===== config.mk =====
export PLATFORM = sky130hd
export DESIGN_NAME = websocket_frame_encoder_unit
export DESIGN_NICKNAME = d
export VERILOG_FILES = /design/src/sv/wsfe_pkg.sv /design/src/sv/wsfe_in_reg.sv /design/src/sv/wsfe_encoder.sv /design/src/sv/wsfe_out_reg.sv /design/src/sv/websocket_frame_encoder_unit.sv
export SDC_FILE = /design/constraint.sdc
export NUM_CORES = 1
export LEC_CHECK = 0
export ABC_AREA = 1
export ABC_CLOCK_PERIOD_IN_PS = 4800
export BUFFER_PORTS_ARGS = -buffer_cell sky130_fd_sc_hd__buf_2
export CAP_MARGIN = 20
export CORE_MARGIN = 3
export CORE_UTILIZATION = 53
export DETAILED_ROUTE_END_ITERATION = 6
export PLACE_DENSITY = 0.76
export SLEW_MARGIN = 15
export SYNTH_ARGS = -nofsm -noshare
export SYNTH_HDL_FRONTEND = slang
export SYNTH_HIERARCHICAL = 1
export SYNTH_SLANG_ARGS = --single-unit

===== constraint.sdc =====
create_clock -name clk -period 4.8 [get_ports clk]
set_clock_uncertainty 0.05 [all_clocks]
set_input_delay 0.96 -clock clk [delete_from_list [all_inputs] [get_ports clk]]
set_output_delay 0.96 -clock clk [all_outputs]
set_load 0.1 [all_outputs]

===== src/sv/wsfe_pkg.sv =====
// Types, constants and byte helpers for the WebSocket frame encoder.
package wsfe_pkg;

	localparam int LEN_W  = 31;
	localparam int KEY_W  = 32;
	localparam int BYTE_W = 8;
	localparam int IDX_W  = 4;

	localparam logic FUNC_START = 1'b0;
	localparam logic FUNC_DATA  = 1'b1;

	localparam logic [BYTE_W-1:0] HDR_BIN_FIN = 8'h82;
	localparam logic [LEN_W-1:0]  LEN_SHORT_MAX = 31'd125;
	localparam logic [LEN_W-1:0]  LEN_MID_MAX   = 31'd65535;
	localparam logic [6:0]        LEN_CODE_16   = 7'd126;
	localparam logic [6:0]        LEN_CODE_64   = 7'd127;

	localparam logic [IDX_W-1:0] EXT_NONE = 4'd0;
	localparam logic [IDX_W-1:0] EXT_16   = 4'd2;
	localparam logic [IDX_W-1:0] EXT_64   = 4'd8;
	localparam logic [IDX_W-1:0] KEY_BYTES = 4'd4;
	localparam logic [IDX_W-1:0] BASE_BYTES = 4'd2;

	typedef struct packed {
		logic              func;
		logic [LEN_W-1:0]  payload_length;
		logic              mask_enable;
		logic [KEY_W-1:0]  masking_key;
		logic [BYTE_W-1:0] data_byte;
	} item_t;

	typedef struct packed {
		logic [BYTE_W-1:0] out_byte;
		logic              run_last;
		logic              frame_end;
	} res_t;

	typedef struct packed {
		logic load;
		res_t res;
	} emit_t;

	// key byte 0 is the most significant
	function automatic logic [BYTE_W-1:0] key_byte(input logic [KEY_W-1:0] key,
			input logic [1:0] phase);
		logic [BYTE_W-1:0] b;
		case (phase)
			2'd0: b = key[31:24];
			2'd1: b = key[23:16];
			2'd2: b = key[15:8];
			2'd3: b = key[7:0];
			default: b = key[7:0];
		endcase
		return b;
	endfunction

	// byte k (0 = least significant) of the length zero-extended to 64 bits
	function automatic logic [BYTE_W-1:0] len_byte(input logic [LEN_W-1:0] len,
			input logic [2:0] k);
		logic [63:0] l64;
		l64 = {33'd0, len};
		return l64[{k, 3'b000} +: BYTE_W];
	endfunction

endpackage


===== src/sv/wsfe_in_reg.sv =====
// Input register holding the transaction under work.
module wsfe_in_reg (
	input  logic            clk,
	input  logic            arst_n,
	input  logic            in_valid,
	output logic            in_stall,
	input  wsfe_pkg::item_t in_item,
	input  logic            take,
	output logic            valid_s1,
	output wsfe_pkg::item_t item_s1
);

	assign in_stall = valid_s1 && !take;

	always_ff @(posedge clk or negedge arst_n) begin
		if (!arst_n) begin
			valid_s1 <= 1'b0;
		end else if (!in_stall) begin
			valid_s1 <= in_valid;
		end
	end

	always_ff @(posedge clk) begin
		if (!in_stall && in_valid) begin
			item_s1 <= in_item;
		end
	end

endmodule


===== src/sv/wsfe_encoder.sv =====
// Frame state and byte selection: header sequencing and payload masking.
module wsfe_encoder (
	input  logic            clk,
	input  logic            arst_n,
	input  logic            valid_s1,
	input  wsfe_pkg::item_t item_s1,
	input  logic            out_ready,
	output logic            take,
	output wsfe_pkg::emit_t emit
);

	logic [wsfe_pkg::LEN_W-1:0] rem_q;
	logic                       mask_q;
	logic [wsfe_pkg::KEY_W-1:0] key_q;
	logic [1:0]                 phase_q;
	logic [wsfe_pkg::IDX_W-1:0] idx_q;

	logic                        is_start;
	logic [wsfe_pkg::LEN_W-1:0]  len;
	logic [wsfe_pkg::IDX_W-1:0]  ext_cnt;
	logic [wsfe_pkg::IDX_W-1:0]  hdr_n;
	logic [wsfe_pkg::IDX_W-1:0]  j;
	logic [wsfe_pkg::IDX_W-1:0]  k_ext;
	logic [wsfe_pkg::IDX_W-1:0]  k_key;
	logic [6:0]                  len_code;
	logic                        hdr_last;
	logic                        rem_zero;
	logic                        gen_valid;
	logic [wsfe_pkg::BYTE_W-1:0] hdr_byte;
	logic [wsfe_pkg::BYTE_W-1:0] data_out;

	assign is_start = (item_s1.func == wsfe_pkg::FUNC_START);
	assign len      = item_s1.payload_length;
	assign rem_zero = (rem_q == '0);

	always_comb begin
		if (len > wsfe_pkg::LEN_MID_MAX) begin
			ext_cnt  = wsfe_pkg::EXT_64;
			len_code = wsfe_pkg::LEN_CODE_64;
		end else if (len > wsfe_pkg::LEN_SHORT_MAX) begin
			ext_cnt  = wsfe_pkg::EXT_16;
			len_code = wsfe_pkg::LEN_CODE_16;
		end else begin
			ext_cnt  = wsfe_pkg::EXT_NONE;
			len_code = len[6:0];
		end
	end

	assign hdr_n = wsfe_pkg::BASE_BYTES + ext_cnt
		+ (item_s1.mask_enable ? wsfe_pkg::KEY_BYTES : '0);
	assign hdr_last = (idx_q == hdr_n - 4'd1);
	assign j        = idx_q - wsfe_pkg::BASE_BYTES;
	assign k_ext    = ext_cnt - 4'd1 - j;
	assign k_key    = j - ext_cnt;

	always_comb begin
		if (idx_q == 4'd0) begin
			hdr_byte = wsfe_pkg::HDR_BIN_FIN;
		end else if (idx_q == 4'd1) begin
			hdr_byte = {item_s1.mask_enable, len_code};
		end else if (j < ext_cnt) begin
			hdr_byte = wsfe_pkg::len_byte(len, k_ext[2:0]);
		end else begin
			hdr_byte = wsfe_pkg::key_byte(item_s1.masking_key, k_key[1:0]);
		end
	end

	assign data_out = item_s1.data_byte
		^ (mask_q ? wsfe_pkg::key_byte(key_q, phase_q) : '0);

	assign gen_valid = valid_s1 && (is_start || !rem_zero);
	assign take = valid_s1 && (is_start ? (out_ready && hdr_last)
		: (rem_zero || out_ready));

	always_comb begin
		emit.load = gen_valid && out_ready;
		if (is_start) begin
			emit.res.out_byte  = hdr_byte;
			emit.res.run_last  = hdr_last;
			emit.res.frame_end = hdr_last && (len == '0);
		end else begin
			emit.res.out_byte  = data_out;
			emit.res.run_last  = 1'b1;
			emit.res.frame_end = (rem_q == 31'd1);
		end
	end

	always_ff @(posedge clk or negedge arst_n) begin
		if (!arst_n) begin
			rem_q   <= '0;
			mask_q  <= 1'b0;
			key_q   <= '0;
			phase_q <= '0;
			idx_q   <= '0;
		end else if (emit.load) begin
			if (is_start) begin
				idx_q <= hdr_last ? '0 : idx_q + 4'd1;
				if (hdr_last) begin
					rem_q   <= len;
					mask_q  <= item_s1.mask_enable;
					key_q   <= item_s1.masking_key;
					phase_q <= '0;
				end
			end else begin
				rem_q   <= rem_q - 31'd1;
				phase_q <= phase_q + 2'd1;
			end
		end
	end

endmodule


===== src/sv/wsfe_out_reg.sv =====
// Output register for encoded bytes.
module wsfe_out_reg (
	input  logic            clk,
	input  logic            arst_n,
	input  wsfe_pkg::emit_t emit,
	output logic            out_ready,
	output logic            out_valid,
	input  logic            out_stall,
	output wsfe_pkg::res_t  res_q
);

	assign out_ready = !out_valid || !out_stall;

	always_ff @(posedge clk or negedge arst_n) begin
		if (!arst_n) begin
			out_valid <= 1'b0;
		end else if (out_ready) begin
			out_valid <= emit.load;
		end
	end

	always_ff @(posedge clk) begin
		if (out_ready && emit.load) begin
			res_q <= emit.res;
		end
	end

endmodule


===== src/sv/websocket_frame_encoder_unit.sv =====
// Top level of the WebSocket binary frame encoder.
// channel | handshake           | payload
// in      | in_valid, in_stall  | func, payload_length, mask_enable, masking_key, data_byte
// out     | out_valid, out_stall| out_byte, run_last, frame_end
// A payload transaction produces its byte through the input and output registers, one per cycle while out_stall is low.
// A start transaction produces 2 to 14 header bytes, one per cycle from the header
// sequencer while the output is not stalled; the next transaction is accepted in the cycle the last one is loaded.
// A payload byte with nothing remaining is dropped with no output.
// Reset clears the frame state and both valid flags; out_stall holds the output
// register and backs up to in_stall in the same cycle.
module websocket_frame_encoder_unit (
	input  logic        clk,
	input  logic        arst_n,
	input  logic        in_valid,
	output logic        in_stall,
	input  logic        func,
	input  logic [30:0] payload_length,
	input  logic        mask_enable,
	input  logic [31:0] masking_key,
	input  logic [7:0]  data_byte,
	output logic        out_valid,
	input  logic        out_stall,
	output logic [7:0]  out_byte,
	output logic        run_last,
	output logic        frame_end
);

	wsfe_pkg::item_t in_item;
	wsfe_pkg::item_t item_s1;
	wsfe_pkg::emit_t emit;
	wsfe_pkg::res_t  res_q;
	logic            valid_s1;
	logic            take;
	logic            out_ready;

	assign in_item = '{func: func, payload_length: payload_length,
		mask_enable: mask_enable, masking_key: masking_key, data_byte: data_byte};

	wsfe_in_reg u_in (
		.clk      (clk),
		.arst_n   (arst_n),
		.in_valid (in_valid),
		.in_stall (in_stall),
		.in_item  (in_item),
		.take     (take),
		.valid_s1 (valid_s1),
		.item_s1  (item_s1)
	);

	wsfe_encoder u_enc (
		.clk       (clk),
		.arst_n    (arst_n),
		.valid_s1  (valid_s1),
		.item_s1   (item_s1),
		.out_ready (out_ready),
		.take      (take),
		.emit      (emit)
	);

	wsfe_out_reg u_out (
		.clk       (clk),
		.arst_n    (arst_n),
		.emit      (emit),
		.out_ready (out_ready),
		.out_valid (out_valid),
		.out_stall (out_stall),
		.res_q     (res_q)
	);

	assign out_byte  = res_q.out_byte;
	assign run_last  = res_q.run_last;
	assign frame_end = res_q.frame_end;

endmodule


==> impl_table.tex <==
\begin{tabular}{lr}
\hline
Metric & Value \\
\hline
\multicolumn{2}{l}{\textbf{Outcome}} \\
Result of the run & completed \\
\multicolumn{2}{l}{\textbf{Die}} \\
Initial cell density of the core & 54.9\% \\
CORE AREA & 14,700 um\^{}2 \\
DIE HEIGHT & about 130 um \\
Total Die Area & 16,700 um\^{}2 \\
Top-level I/O count & 89 \\
Die X-Extent & 129 um \\
FP Rows & 44 \\
\multicolumn{2}{l}{\textbf{Drt}} \\
Post-route ant nets & 0 \\
Detailed Route Iter0 Violations & 798 \\
Number of detailed-route iterations in the first pass & 5 \\
Average detailed-routed wire length per instance & 17.7 um \\
Vias after detailed routing & 7,098 \\
Overall routed net length & roughly 23 mm \\
Number of design rule violations left after detail routing & 0 \\
Via/cell ratio & 5.58 \\
\multicolumn{2}{l}{\textbf{Synth}} \\
Number of flops mapped to enable cells by yosys & 83 \\
Count of cell types in the netlist & 42 \\
Adder-cell share of the synthesized area & 2.02\% \\
Cell count after synthesis & 986 \\
Portion of the post-synthesis area used by sequential elements & 53.3\% \\
Most frequent cells after synthesis & sky130\_fd\_sc\_hd\_\_nand2\_1, sky130\_fd\_sc\_hd\_\_inv\_1, sky130\_fd\_sc\_hd\_\_nor2\_1, sky130\_fd\_sc\_hd\_\_o21ai\_0, sky130\_fd\_sc\_hd\_\_edfxtp\_1 \\
Share of flip-flops with an asynchronous set or reset after synthesis & 46.5\% \\
Combinational family with the most area after synthesis & simple AND/OR/NAND/NOR gates \\
Top post-synthesis cells by area & sky130\_fd\_sc\_hd\_\_edfxtp\_1, sky130\_fd\_sc\_hd\_\_dfrtp\_1, sky130\_fd\_sc\_hd\_\_nand2\_1 \\
Most used DFF post-synth & sky130\_fd\_sc\_hd\_\_edfxtp\_1 \\
Xor-xnor portion of the synthesized cell area & 0.760\% \\
Top-count cell post-synth & sky130\_fd\_sc\_hd\_\_nand2\_1 \\
Syn nets & 1,076 \\
Cell area after synthesis & 8060 um\^{}2 \\
Synthesized-area fraction occupied by ao, oa, aoi and oai cells & 9.45\% \\
Ys Warns & 6 \\
Largest area contributor in the synthesized netlist & sky130\_fd\_sc\_hd\_\_edfxtp\_1 \\
Synthesized area per cell & approximately 8 um\^{}2 \\
Area share of the largest cell type after synthesis & 30.9\% \\
Simple logic cell fraction of the synthesized area & 27.7\% \\
Flops \& latches, synth & 155 \\
Multiplexer fraction of the synthesized cell area & less than 1\% \\
\multicolumn{2}{l}{\textbf{Pwr}} \\
P\_leak & 4.26 nW \\
Ratio of total power to cell area & around 630 nW/um\^{}2 \\
Largest voltage drop on the vdd net & 0.000337 V \\
\multicolumn{2}{l}{\textbf{Clock network}} \\
Buffer type at the clock tree root & sky130\_fd\_sc\_hd\_\_clkbuf\_16 \\
Number of clock sinks & 155 \\
Insertion delay of the later-clocked pin in the worst-skew pair & 0.43 ns \\
CTS clk-pin slew, worst paths & 0.06 ns \\
CTS Buffer Depth & 2 \\
CTS Hold Bufs & 0 \\
TritonCTS buffer count & 17 \\
Maximum level of the CTS H-tree & 4 \\
TritonCTS clock tree & done \\
\multicolumn{2}{l}{\textbf{Global routing}} \\
GRT Resource Usage Total & 28.0\% \\
Global-route wire length before repair & 35.0 mm \\
Initial antenna violation count & 0 \\
Number of global-route vias before repair & approximately 6.4k \\
Remaining Overflow, GRT & 0 \\
Largest net degree at the start of global routing & 74 \\
\multicolumn{2}{l}{\textbf{Hold path}} \\
Class of the tightest hold or removal check & reg -> reg \\
WHS Path Cells & 2 \\
Hold Crit Start & u\_in/item\_s1[15] \\
Destination of the worst hold path & u\_enc/key\_q[7] \\
\multicolumn{2}{l}{\textbf{STA}} \\
Final setup violating endpoints & 0 \\
Fmax & 223 MHz \\
Ratio of final minimum period to clock period & roughly 93\% \\
Final Max Slew Viols & 0 \\
Slew margin rel. & 35.3\% \\
Slew at the pin with the worst max-slew slack & 0.970 ns \\
Setup repair after global routing missed its margin & no \\
Worst hold margin & 0.440 ns \\
Setup TNS & 0 ns \\
Final hold violation count & 0 \\
Time the worst path needs with I/O delays and setup & 4.48 ns \\
\multicolumn{2}{l}{\textbf{Worst setup path}} \\
Cell count of the worst reg-to-reg path & 18 \\
Beginning of the worst register-to-register path & u\_in/item\_s1[64] \\
R2R Setup Slk & 1.08 ns \\
Maximum net fanout on the critical path & 13 \\
Crit Path Category & reg -> out \\
Data arrival time of the worst path & 3.47 ns \\
CP Launch Point & u\_in/item\_s1[64] \\
Nature of the critical path startpoint & flip-flop \\
Endpoint type of the worst setup path & output pin \\
Worst Path Required & around 3.8 ns \\
End of the worst register-to-register path & u\_in/item\_s1[67] \\
\multicolumn{2}{l}{\textbf{Flow run}} \\
Max-cap violations & 0 \\
\multicolumn{2}{l}{\textbf{Place}} \\
Last weighted congestion value of the routability-driven placer & between 0.9 and 1 \\
Port-buffer cells & 88 \\
Sum of net half-perimeters after detailed placement & 16.6 mm \\
\multicolumn{2}{l}{\textbf{Cells and area}} \\
NumNets Final & between 1k and 1.5k \\
Diodes inserted & 0 \\
Proportion of layout cells with a drive suffix above 1 & 14.7\% \\
Area delta synth->final & 15.1\% \\
\hline
\end{tabular}
repair_timing:
action / in CTS / in global routing
buffers inserted: 0 / 0
resized for setup: 0 / 5
setup endpoints to repair: 0 / 1
power by group:
part | internal, mW | switching (mW)
registers | 1.85 | 0.325
logic | 0.678 | 1.68
clock network | 0.738 | 0.574
area by class of cell:
cell class                 count  area, um^2
inverter                     102         383
multi-input combinational    698        3240
timing repair buffer         101         553
tap                          184         230
clock inverter                14         136
fill                        1242        5420
clock buffer                  18         439
sequential                   155        4290
metal layers:
| metal | vias to the layer above | routed length [um] | track usage (%) |
|---|---|---|---|
| met2 | 377 | 9540 | 38.8 |
| met3 | 32 | 2700 | 10.6 |
| met1 | 3290 | 9960 | 41.7 |
| li1 | 3399 | - | - |
| met4 | 0 | 367 | 6.79 |
| met5 | - | 0 | 0 |
worst max-delay path: stages (launching register included):
cell	delay [ns]
sky130_fd_sc_hd__edfxtp_1	0.41
sky130_fd_sc_hd__nor2_1	0.18
sky130_fd_sc_hd__nand2_1	0.07
sky130_fd_sc_hd__nor2_1	0.15
sky130_fd_sc_hd__nand2_1	0.16
sky130_fd_sc_hd__nor2_4	0.18
sky130_fd_sc_hd__nand2_1	0.08
sky130_fd_sc_hd__nor2_2	0.17
sky130_fd_sc_hd__nor2_1	0.07
sky130_fd_sc_hd__ha_1	0.32
sky130_fd_sc_hd__nor2_4	0.13
sky130_fd_sc_hd__o21ai_2	0.06
sky130_fd_sc_hd__a21oi_2	0.17
sky130_fd_sc_hd__nand3_4	0.20
sky130_fd_sc_hd__nand2_4	0.16
sky130_fd_sc_hd__o211a_1	0.21
sky130_fd_sc_hd__nor2_1	0.08
sky130_fd_sc_hd__buf_4	0.23
sequential cells by signal, indices dropped and copies added, names as in the netlist:
name	flops
u_out/out_valid	1
u_enc/phase_q	2
u_out/res_q	10
u_in/item_s1	73
u_enc/key_q	32
u_enc/rem_q	31
u_enc/idx_q	4
u_enc/mask_q	1
u_in/valid_s1	1
cell families (layout without fill, tap and decap cells):
group,Yosys count,in the layout
simple gates,534,534
xor+xnor,7,7
mux,1,1
compound gates,143,143
flops,155,155
fa+ha+maj,13,13
buf+inv,133,235
stage by stage:
step	utilization (%)	total power, mW	std cells	setup WS, ns	instance area [um^2]
2_1_floorplan	-	3.81	986	0.352	8070
3_3_place_gp	59.1	4.44	1240	0.627	8690
3_5_place_dp	59.1	4.47	1240	0.550	8690
4_1_cts	63.0	5.79	1272	0.0694	9270
5_1_grt	63.1	6.23	1272	0.0299	9280
6_report	63.1	5.84	1272	0.322	9280
cell usage in the layout, fill, tap and decap left out, types with 6 or more instances in the layout:
master	Yosys	layout
sky130_fd_sc_hd__dfrtp_1	72	72
sky130_fd_sc_hd__nand3_1	58	58
sky130_fd_sc_hd__a21oi_1	25	25
sky130_fd_sc_hd__clkbuf_16	0	17
sky130_fd_sc_hd__inv_6	0	6
sky130_fd_sc_hd__ha_1	13	13
sky130_fd_sc_hd__buf_2	10	87
sky130_fd_sc_hd__nor2_1	91	89
sky130_fd_sc_hd__nor3_1	9	9
sky130_fd_sc_hd__buf_4	4	13
sky130_fd_sc_hd__edfxtp_1	83	83
sky130_fd_sc_hd__inv_1	96	96
sky130_fd_sc_hd__nand4_1	16	16
sky130_fd_sc_hd__o21ai_0	91	91
sky130_fd_sc_hd__nand2_1	339	339
sky130_fd_sc_hd__o21ai_1	11	11
worst max path at each step:
stage	end	cells past startpoint
2_1_floorplan	in_stall	16
4_1_cts	in_stall	17
5_1_grt	in_stall	17
3_5_place_dp	in_stall	17
3_3_place_gp	in_stall	17
6_report	in_stall	17
Power figures use the tool's default switching activity.
